### src/design/mirt_pkg.sv
// Shared widths, phase codes, register indexes and byte positions of the IR packet transmitter.
package mirt_pkg;

    localparam int BYTE_W    = 8;
    localparam int REG_W     = 11;
    localparam int CFG_IDX_W = 3;
    localparam int PHASE_W   = 3;
    localparam int BIDX_W    = 3;

    // phase codes
    localparam logic [PHASE_W-1:0] PH_IDLE        = 3'd0;
    localparam logic [PHASE_W-1:0] PH_START_ON    = 3'd1;
    localparam logic [PHASE_W-1:0] PH_START_OFF   = 3'd2;
    localparam logic [PHASE_W-1:0] PH_FIRST_HALF  = 3'd3;
    localparam logic [PHASE_W-1:0] PH_SECOND_HALF = 3'd4;
    localparam logic [PHASE_W-1:0] PH_GAP         = 3'd5;

    // configuration register indexes
    localparam logic [CFG_IDX_W-1:0] REG_ID_HIGH   = 3'd0;
    localparam logic [CFG_IDX_W-1:0] REG_ID_LOW    = 3'd1;
    localparam logic [CFG_IDX_W-1:0] REG_STRENGTH  = 3'd2;
    localparam logic [CFG_IDX_W-1:0] REG_HALF_BIT  = 3'd3;
    localparam logic [CFG_IDX_W-1:0] REG_START     = 3'd4;
    localparam logic [CFG_IDX_W-1:0] REG_GAP       = 3'd5;

    // packet byte positions
    localparam logic [BIDX_W-1:0] BYTE_ID_HIGH  = 3'd0;
    localparam logic [BIDX_W-1:0] BYTE_ID_LOW   = 3'd1;
    localparam logic [BIDX_W-1:0] BYTE_SPELL    = 3'd2;
    localparam logic [BIDX_W-1:0] BYTE_STRENGTH = 3'd3;
    localparam logic [BIDX_W-1:0] BYTE_COUNTER  = 3'd4;
    localparam logic [BIDX_W-1:0] BYTE_CHECKSUM = 3'd5;

    localparam logic [BIDX_W-1:0] MSB_BIT = 3'd7;

    // reset values of the timing registers
    localparam logic [REG_W-1:0] HALF_BIT_RESET = 11'd15;
    localparam logic [REG_W-1:0] START_RESET    = 11'd30;
    localparam logic [REG_W-1:0] GAP_RESET      = 11'd1520;

endpackage

### src/design/mirt_cmd_if.sv
// Command channel: one tick or one send request per item.
interface mirt_cmd_if;
    logic                          valid;
    logic                          ready;
    logic                          mode;
    logic [mirt_pkg::BYTE_W-1:0]   spell_code;

    modport source (output valid, output mode, output spell_code, input ready);
    modport sink   (input valid, input mode, input spell_code, output ready);
endinterface

### src/design/mirt_res_if.sv
// Result channel: carrier level and status flags, one item per command item.
interface mirt_res_if;
    logic valid;
    logic ready;
    logic carrier_on;
    logic busy_res;
    logic request_ignored;

    modport source (output valid, output carrier_on, output busy_res, output request_ignored,
                    input ready);
    modport sink   (input valid, input carrier_on, input busy_res, input request_ignored,
                    output ready);
endinterface

### src/design/manchester_ir_packet_transmitter.sv
// Manchester IR packet transmitter: one command item in, one result item out, per clock unless stalled.
// Each command item is either a carrier-period tick (mode 0) or a send request (mode 1).
// The block takes one item every clock cycle; the result for an item appears in the
// output register on the next cycle; a new item waits while that result is not taken, so the
// only stall is an output register that is full and not being taken. A packet is a
// start burst and silence of start_ticks periods each, six bytes MSB first in Manchester
// form (one = on then off, zero = off then on, half_bit_ticks periods per half), then
// gap_ticks silent periods. Requests while busy are dropped and flagged. Phase lengths
// are capped at 2^COUNT_BITS periods.
module manchester_ir_packet_transmitter #(
    parameter int COUNT_BITS = 11
) (
    input  logic                             clk,
    input  logic                             rst_n,
    mirt_cmd_if.sink                         cmd,
    mirt_res_if.source                       result,
    input  logic                             cfg_write,
    input  logic [mirt_pkg::CFG_IDX_W-1:0]   cfg_index,
    input  logic [mirt_pkg::REG_W-1:0]       cfg_data
);

    localparam int LIM_W = (COUNT_BITS + 1 > mirt_pkg::REG_W) ? COUNT_BITS + 1 : mirt_pkg::REG_W;
    localparam logic [LIM_W-1:0] CAP = LIM_W'(1) << COUNT_BITS;

    function automatic logic [LIM_W-1:0] limit_of(input logic [mirt_pkg::REG_W-1:0] v,
                                                  input logic zero_is_one);
        logic [LIM_W-1:0] w;
        w = LIM_W'(v);
        if (zero_is_one && (v == '0))
        begin
            w = LIM_W'(1);
        end
        if (w > CAP)
        begin
            w = CAP;
        end
        return w;
    endfunction

    // configuration
    logic [mirt_pkg::BYTE_W-1:0] id_high_reg, id_low_reg, strength_reg;
    logic [mirt_pkg::REG_W-1:0]  half_bit_reg, start_reg, gap_reg;

    // packet state
    logic [mirt_pkg::PHASE_W-1:0] phase_reg, phase_next;
    logic [COUNT_BITS-1:0]        count_reg, count_next;
    logic [mirt_pkg::BIDX_W-1:0]  byte_idx_reg, byte_idx_next;
    logic [mirt_pkg::BIDX_W-1:0]  bit_idx_reg, bit_idx_next;
    logic [mirt_pkg::BYTE_W-1:0]  spell_reg, spell_next;
    logic [mirt_pkg::BYTE_W-1:0]  uuid_reg, uuid_next;
    logic [mirt_pkg::BYTE_W-1:0]  checksum_reg, checksum_next;

    // output register
    logic res_valid_reg, res_valid_next;
    logic carrier_reg, busy_reg, ignored_reg;
    logic carrier_c, busy_c, ignored_c;

    logic                        accept;
    logic [LIM_W-1:0]            start_lim, half_lim, gap_lim, lim;
    logic [LIM_W-1:0]            count_inc;
    logic                        done;
    logic [mirt_pkg::BYTE_W-1:0] cur_byte;
    logic                        cur_bit;
    logic [mirt_pkg::BYTE_W-1:0] byte_sum;

    assign cmd.ready  = !res_valid_reg || result.ready;
    assign accept     = cmd.valid && cmd.ready;

    assign result.valid           = res_valid_reg;
    assign result.carrier_on      = carrier_reg;
    assign result.busy_res        = busy_reg;
    assign result.request_ignored = ignored_reg;

    assign start_lim = limit_of(start_reg, 1'b1);
    assign half_lim  = limit_of(half_bit_reg, 1'b1);
    assign gap_lim   = limit_of(gap_reg, 1'b0);
    assign count_inc = LIM_W'(count_reg) + LIM_W'(1);
    assign done      = (count_inc >= lim);
    assign cur_bit   = cur_byte[bit_idx_reg];
    assign byte_sum  = id_high_reg + id_low_reg + cmd.spell_code + strength_reg + uuid_reg;

    always_comb
    begin
        unique case (phase_reg) inside
            mirt_pkg::PH_START_ON, mirt_pkg::PH_START_OFF:     lim = start_lim;
            mirt_pkg::PH_FIRST_HALF, mirt_pkg::PH_SECOND_HALF: lim = half_lim;
            default:                                           lim = gap_lim;
        endcase
    end

    always_comb
    begin
        unique case (byte_idx_reg)
            mirt_pkg::BYTE_ID_HIGH:  cur_byte = id_high_reg;
            mirt_pkg::BYTE_ID_LOW:   cur_byte = id_low_reg;
            mirt_pkg::BYTE_SPELL:    cur_byte = spell_reg;
            mirt_pkg::BYTE_STRENGTH: cur_byte = strength_reg;
            mirt_pkg::BYTE_COUNTER:  cur_byte = uuid_reg;
            default:                 cur_byte = checksum_reg;
        endcase
    end

    always_comb
    begin
        phase_next    = phase_reg;
        count_next    = count_reg;
        byte_idx_next = byte_idx_reg;
        bit_idx_next  = bit_idx_reg;
        spell_next    = spell_reg;
        uuid_next     = uuid_reg;
        checksum_next = checksum_reg;
        carrier_c     = 1'b0;
        busy_c        = 1'b0;
        ignored_c     = 1'b0;

        if (accept)
        begin
            if (cmd.mode)
            begin
                busy_c = 1'b1;
                if (phase_reg != mirt_pkg::PH_IDLE)
                begin
                    ignored_c = 1'b1;
                end
                else
                begin
                    spell_next    = cmd.spell_code;
                    checksum_next = ~byte_sum;
                    phase_next    = mirt_pkg::PH_START_ON;
                    count_next    = '0;
                    byte_idx_next = mirt_pkg::BYTE_ID_HIGH;
                    bit_idx_next  = mirt_pkg::MSB_BIT;
                end
            end
            else if (phase_reg != mirt_pkg::PH_IDLE)
            begin
                busy_c     = 1'b1;
                count_next = done ? '0 : count_inc[COUNT_BITS-1:0];
                unique case (phase_reg)
                    mirt_pkg::PH_START_ON:
                    begin
                        carrier_c = 1'b1;
                        if (done)
                        begin
                            phase_next = mirt_pkg::PH_START_OFF;
                        end
                    end
                    mirt_pkg::PH_START_OFF:
                    begin
                        if (done)
                        begin
                            phase_next    = mirt_pkg::PH_FIRST_HALF;
                            byte_idx_next = mirt_pkg::BYTE_ID_HIGH;
                            bit_idx_next  = mirt_pkg::MSB_BIT;
                        end
                    end
                    mirt_pkg::PH_FIRST_HALF:
                    begin
                        carrier_c = cur_bit;
                        if (done)
                        begin
                            phase_next = mirt_pkg::PH_SECOND_HALF;
                        end
                    end
                    mirt_pkg::PH_SECOND_HALF:
                    begin
                        carrier_c = ~cur_bit;
                        if (done)
                        begin
                            if (bit_idx_reg != '0)
                            begin
                                bit_idx_next = bit_idx_reg - 1'b1;
                                phase_next   = mirt_pkg::PH_FIRST_HALF;
                            end
                            else if (byte_idx_reg < mirt_pkg::BYTE_CHECKSUM)
                            begin
                                byte_idx_next = byte_idx_reg + 1'b1;
                                bit_idx_next  = mirt_pkg::MSB_BIT;
                                phase_next    = mirt_pkg::PH_FIRST_HALF;
                            end
                            else
                            begin
                                uuid_next     = uuid_reg + 1'b1;
                                byte_idx_next = '0;
                                bit_idx_next  = '0;
                                phase_next    = (gap_lim == '0) ? mirt_pkg::PH_IDLE
                                                                : mirt_pkg::PH_GAP;
                            end
                        end
                    end
                    default:
                    begin
                        if (done)
                        begin
                            phase_next = mirt_pkg::PH_IDLE;
                        end
                    end
                endcase
            end
        end

        if (accept)
        begin
            res_valid_next = 1'b1;
        end
        else if (result.ready)
        begin
            res_valid_next = 1'b0;
        end
        else
        begin
            res_valid_next = res_valid_reg;
        end
    end

    always_ff @(posedge clk or negedge rst_n)
    begin
        if (!rst_n)
        begin
            id_high_reg   <= '0;
            id_low_reg    <= '0;
            strength_reg  <= '0;
            half_bit_reg  <= mirt_pkg::HALF_BIT_RESET;
            start_reg     <= mirt_pkg::START_RESET;
            gap_reg       <= mirt_pkg::GAP_RESET;
        end
        else if (cfg_write)
        begin
            unique case (cfg_index)
                mirt_pkg::REG_ID_HIGH:  id_high_reg  <= cfg_data[mirt_pkg::BYTE_W-1:0];
                mirt_pkg::REG_ID_LOW:   id_low_reg   <= cfg_data[mirt_pkg::BYTE_W-1:0];
                mirt_pkg::REG_STRENGTH: strength_reg <= cfg_data[mirt_pkg::BYTE_W-1:0];
                mirt_pkg::REG_HALF_BIT: half_bit_reg <= cfg_data;
                mirt_pkg::REG_START:    start_reg    <= cfg_data;
                mirt_pkg::REG_GAP:      gap_reg      <= cfg_data;
                default:                ;
            endcase
        end
    end

    always_ff @(posedge clk or negedge rst_n)
    begin
        if (!rst_n)
        begin
            phase_reg     <= mirt_pkg::PH_IDLE;
            count_reg     <= '0;
            byte_idx_reg  <= '0;
            bit_idx_reg   <= '0;
            spell_reg     <= '0;
            uuid_reg      <= '0;
            checksum_reg  <= '0;
            res_valid_reg <= 1'b0;
        end
        else
        begin
            phase_reg     <= phase_next;
            count_reg     <= count_next;
            byte_idx_reg  <= byte_idx_next;
            bit_idx_reg   <= bit_idx_next;
            spell_reg     <= spell_next;
            uuid_reg      <= uuid_next;
            checksum_reg  <= checksum_next;
            res_valid_reg <= res_valid_next;
        end
    end

    always_ff @(posedge clk)
    begin
        if (accept)
        begin
            carrier_reg <= carrier_c;
            busy_reg    <= busy_c;
            ignored_reg <= ignored_c;
        end
    end

`ifndef NO_ASSERTIONS
    a_ignored_busy: assert property (@(posedge clk) disable iff (!rst_n)
        res_valid_reg && ignored_reg |-> busy_reg)
        else $error("dropped request not flagged busy");

    a_carrier_busy: assert property (@(posedge clk) disable iff (!rst_n)
        res_valid_reg && carrier_reg |-> busy_reg)
        else $error("carrier on outside a packet");

    a_idle_count: assert property (@(posedge clk) disable iff (!rst_n)
        phase_reg == mirt_pkg::PH_IDLE |-> count_reg == '0)
        else $error("period counter not cleared in idle");

    a_byte_range: assert property (@(posedge clk) disable iff (!rst_n)
        byte_idx_reg <= mirt_pkg::BYTE_CHECKSUM)
        else $error("byte index past checksum");

    a_stall_hold: assert property (@(posedge clk) disable iff (!rst_n)
        res_valid_reg && !result.ready |=> res_valid_reg && $stable(carrier_reg))
        else $error("stalled result lost");
`endif

endmodule
### src/flat_wrapper.sv
// flat-port wrapper written by rule: the top's interface ports become plain ports
module manchester_ir_packet_transmitter_flat 
#(
    parameter int COUNT_BITS = 11
)
  (clk, rst_n, cfg_write, cfg_index, cfg_data, cmd_valid, cmd_mode, cmd_spell_code, cmd_ready, result_valid, result_carrier_on, result_busy_res, result_request_ignored, result_ready);
  mirt_cmd_if cmd_i ();
  mirt_res_if result_i ();
  input  logic clk;
  input  logic rst_n;
  input  logic cfg_write;
  input  logic [mirt_pkg::CFG_IDX_W-1:0] cfg_index;
  input  logic [mirt_pkg::REG_W-1:0] cfg_data;
  input wire logic [$bits(cmd_i.valid)-1:0] cmd_valid;
  input wire logic [$bits(cmd_i.mode)-1:0] cmd_mode;
  input wire logic [$bits(cmd_i.spell_code)-1:0] cmd_spell_code;
  output wire logic [$bits(cmd_i.ready)-1:0] cmd_ready;
  output wire logic [$bits(result_i.valid)-1:0] result_valid;
  output wire logic [$bits(result_i.carrier_on)-1:0] result_carrier_on;
  output wire logic [$bits(result_i.busy_res)-1:0] result_busy_res;
  output wire logic [$bits(result_i.request_ignored)-1:0] result_request_ignored;
  input wire logic [$bits(result_i.ready)-1:0] result_ready;
  assign cmd_i.valid = cmd_valid;
  assign cmd_i.mode = cmd_mode;
  assign cmd_i.spell_code = cmd_spell_code;
  assign cmd_ready = cmd_i.ready;
  assign result_valid = result_i.valid;
  assign result_carrier_on = result_i.carrier_on;
  assign result_busy_res = result_i.busy_res;
  assign result_request_ignored = result_i.request_ignored;
  assign result_i.ready = result_ready;
  manchester_ir_packet_transmitter #(.COUNT_BITS(COUNT_BITS)) u_core (.clk(clk), .rst_n(rst_n), .cmd(cmd_i), .result(result_i), .cfg_write(cfg_write), .cfg_index(cfg_index), .cfg_data(cfg_data));
endmodule
### config.mk
export PLATFORM = sky130hd
export DESIGN_NAME = manchester_ir_packet_transmitter_flat
export DESIGN_NICKNAME = d
export VERILOG_FILES = /design/src/design/mirt_pkg.sv /design/src/design/mirt_cmd_if.sv /design/src/design/mirt_res_if.sv /design/src/design/manchester_ir_packet_transmitter.sv /design/src/flat_wrapper.sv
export SDC_FILE = /design/constraint.sdc
export NUM_CORES = 1
export LEC_CHECK = 0
export ABC_AREA = 1
export BUFFER_PORTS_ARGS = -buffer_cell sky130_fd_sc_hd__clkbuf_2
export CORE_ASPECT_RATIO = 1.5
export CORE_MARGIN = 2
export CORE_UTILIZATION = 62
export DETAILED_ROUTE_END_ITERATION = 8
export GPL_TIMING_DRIVEN = 0
export PLACE_DENSITY = 0.81
export SLEW_MARGIN = 0
export SYNTH_ARGS = -nofsm -noshare
export SYNTH_HDL_FRONTEND = slang
export SYNTH_SLANG_ARGS = --single-unit
### constraint.sdc
create_clock -name clk -period 4.33 [get_ports clk]
set_input_delay 0.6495 -clock clk [delete_from_list [all_inputs] [get_ports clk]]
set_output_delay 0.6495 -clock clk [all_outputs]
set_load 0.05 [all_outputs]
==> flow_summary.yaml <==
status:
  status: "completed"
timing:
  finalClockSkew_ns: 0.007225
  tns_ns: 0
  setup-violations-final: 0
  max_slew_margin_pct: 58.73
  tightestPinTransition_ns: 0.6167
  finalMaxSlewViolations: 0
  rsz0062_at_grt: "no"
  finalCriticalPeriod_ns: 3.768
  timing.final.crit_share_pct: 87.01
  hold_viol_final: 0
  max_freq_mhz: 265.4
worst_setup_path:
  endpoint_kind: "flip-flop"
  crit_slowest_cell: "fa_1"
  r2r_end: "u_core.checksum_reg[7]"
  endpoint: "u_core.checksum_reg[7]"
  worstRegToRegCells: 15
  crit_path_frequent_cell: "fa_1"
  worstPathMaxFanout: 4
  startpoint: "u_core.uuid_reg[1]"
  rrSetupSlack_ns: 0.56
  slowest_delay_ns: 0.52
  cp.arrival_ns: 4.06
  crit_type: "reg -> reg"
  crit_chain: "fa_1, fa_1, inv_1, fa_1, inv_1, ha_1, fa_1, a21oi_1, o21ai_0, nand2_1, nand2_1, a21oi_1, or2_2, nand3_1, nand2_1"
  regToRegStartpoint: "u_core.uuid_reg[1]"
  crit_required_ns: 4.62
  start_kind: "flip-flop"
place:
  dpl.cell_count: 952
  placed_area_sq_um: 6829
  place_congestion: 0.9348
  hpwl_mm: 12.37
  numPortBuffers: 32
clock_network:
  cts_tree: "yes"
  cts_max_path_buffers: 2
  clk_pin_slew_ns: 0.08
  htreeDepth: 3
  cts.sinks: 105
  cts_hold_buf: 0
  cts_resized: 0
  post_cts_buffers: 0
  clkLatencyLatePin_ns: 0.35
  cts_root_buf: "clkbuf_16"
  numCtsBuffers: 9
synth:
  avgSynthCellArea_sq_um: 8.095
  synth-seq-area-share_pct: 40.97
  synth_area_sq_um: 6492
  syn_inst: 802
  ys_types: 43
  ys_ff_latch: 105
  synth_top_area_cell: "dfrtp_1"
  synth_top_area_share_pct: 33.92
  async_flop_share_pct: 97.14
  ys_top_cells_by_count: "240 x nand2_1, 88 x dfrtp_1, 87 x inv_1"
  synth.most_common_cell: "nand2_1"
  synth-edff-count: 3
  synth_fp_nets: 882
  synthFlopType: "dfrtp_1"
  synth_warnings: 0
  synth_area_leaders: "dfrtp_1 34%, nand2_1 14%, fa_1 6.2%"
die:
  rows: 45
  die_area_sq_um: 11320
  pin_count: 33
  fp.coreArea_sq_um: 10130
  initial_core_util_pct: 64.06
  die_y_um: 129.3
  die_w_um: 87.56
final_layout:
  layout.nets: 926
  drive_gt1_share_pct: 11.99
  final_area_sq_um: 7143
  layout.cells.non_filler: 968
  area_delta_synth_final_pct: 10.02
  n_antenna_cell: 0
min_path:
  hold_class: "in -> async"
global_routing:
  grt_first_pass_wirelength_mm: 25.75
  grt_max_degree: 70
  grt_use_total_pct: 29.74
  overflow: 0
  grt_pass1_vias: 5548
  antenna_found_initial: 0
power_and_ir_drop:
  power.density_nw_per_um2: 571.8
  leakagePower_nw: 3.605
  peakVddDrop_v: 0.0003346
route:
  via_per_inst: 5.694
  vias: 5512
  finalWirelength_mm: 15.65
  route.detailed.drc: 0
  avgRoutedWirePerCell_um: 16.17
  drt-initial-drc-count: 328
  dr.pass1.iters: 5
  final_antenna_net_count: 0
job:
  cap_violations: 0
[per-layer routing]
layer	wire (um)	vias up	share of wire, %	GRT usage [%]
li1	-	2685	-	-
met1	5889	2621	38	32.34
met2	8400	147	54	53.79
met3	567	59	3.6	5.032
met4	792	0	5.1	16.38
met5	0	-	0	0
[logic make-up after synthesis]
logic type / Yosys count / synth area share, %
AOI/OAI and AO/OA: 123 / 10.48
xor gates and xnor gates: 23 / 3.103
adders and majority gates: 52 / 12.33
buffers and inverters: 108 / 6.533
DFF: 105 / 40.97
muxes: 1 / 0.1542
and+or+nand+nor: 390 / 26.42
[critical path: cells and delay by family, from the launching register on]
kind | cells | cell delay [ns]
flip-flops | 1 | 0.46
AND/OR/NAND/NOR | 5 | 0.44
adder cells (fa/ha/maj) | 5 | 2.16
AO/OA/AOI/OAI | 3 | 0.54
buffers and inverters | 2 | 0.09
[power breakdown]
group          total [mW]  leakage, nW  internal [mW]  switching (mW)
combinational        1.81         2.19          0.694            1.12
sequential           1.44         1.27           1.22           0.215
clock               0.834        0.152          0.416           0.418
[placed cells by master, fill, tap and decap left out, types with 5 or more instances in the layout]
cell type	synthesis	routed
nand2_1	240	240
dfrtp_1	88	88
inv_1	87	87
o21ai_0	77	77
nor2_1	63	63
ha_1	32	32
clkbuf_2	0	31
nand3_1	26	26
a21oi_1	21	21
fa_1	20	20
nand4_1	16	16
xor2_1	14	14
dfstp_2	14	14
clkbuf_1	13	13
nor3_1	12	12
nand2_2	11	11
xnor2_1	9	9
clkbuf_16	0	9
nand3_2	6	6
nor4_1	5	5
o21ai_1	5	5
[layout make-up]
cell class,instances,area (sq um)
Fill cell,802,2992
Tap cell,117,146.4
Clock buffer,9,225.2
Timing Repair Buffer,33,190.2
Inverter,90,337.8
Buffer,18,86.33
Clock inverter,7,88.84
Multi-Input combinational cell,589,3408
Sequential cell,105,2660
[worst min-delay path by stage]
stage / start / endpoint / slack [ns] / depth (start not counted)
6_report: rst_n / u_core.bit_idx_reg[1] / 0.30 / 1
5_1_grt: rst_n / u_core.count_reg[1] / 0.32 / 1
4_1_cts: rst_n / u_core.count_reg[1] / 0.31 / 1
3_5_place_dp: u_core.checksum_reg[5] / u_core.checksum_reg[5] / 0.47 / 2
3_3_place_gp: u_core.checksum_reg[5] / u_core.checksum_reg[5] / 0.47 / 2
2_1_floorplan: rst_n / u_core.bit_idx_reg[0] / 0.35 / 0
[through the flow]
stage	total power, mW	setup WS [ns]	utilization, %	hold WS (ns)
finish	4.084	0.5624	70.48	0.2956
global route	4.397	0.4523	70.48	0.3248
CTS	4.080	0.5781	70.48	0.3070
detailed placement	3.231	0.2742	67.38	0.4672
global placement	3.134	0.4169	67.09	0.4677
floorplan	2.741	0.7435	-	0.3539
Power figures use the tool's default switching activity.
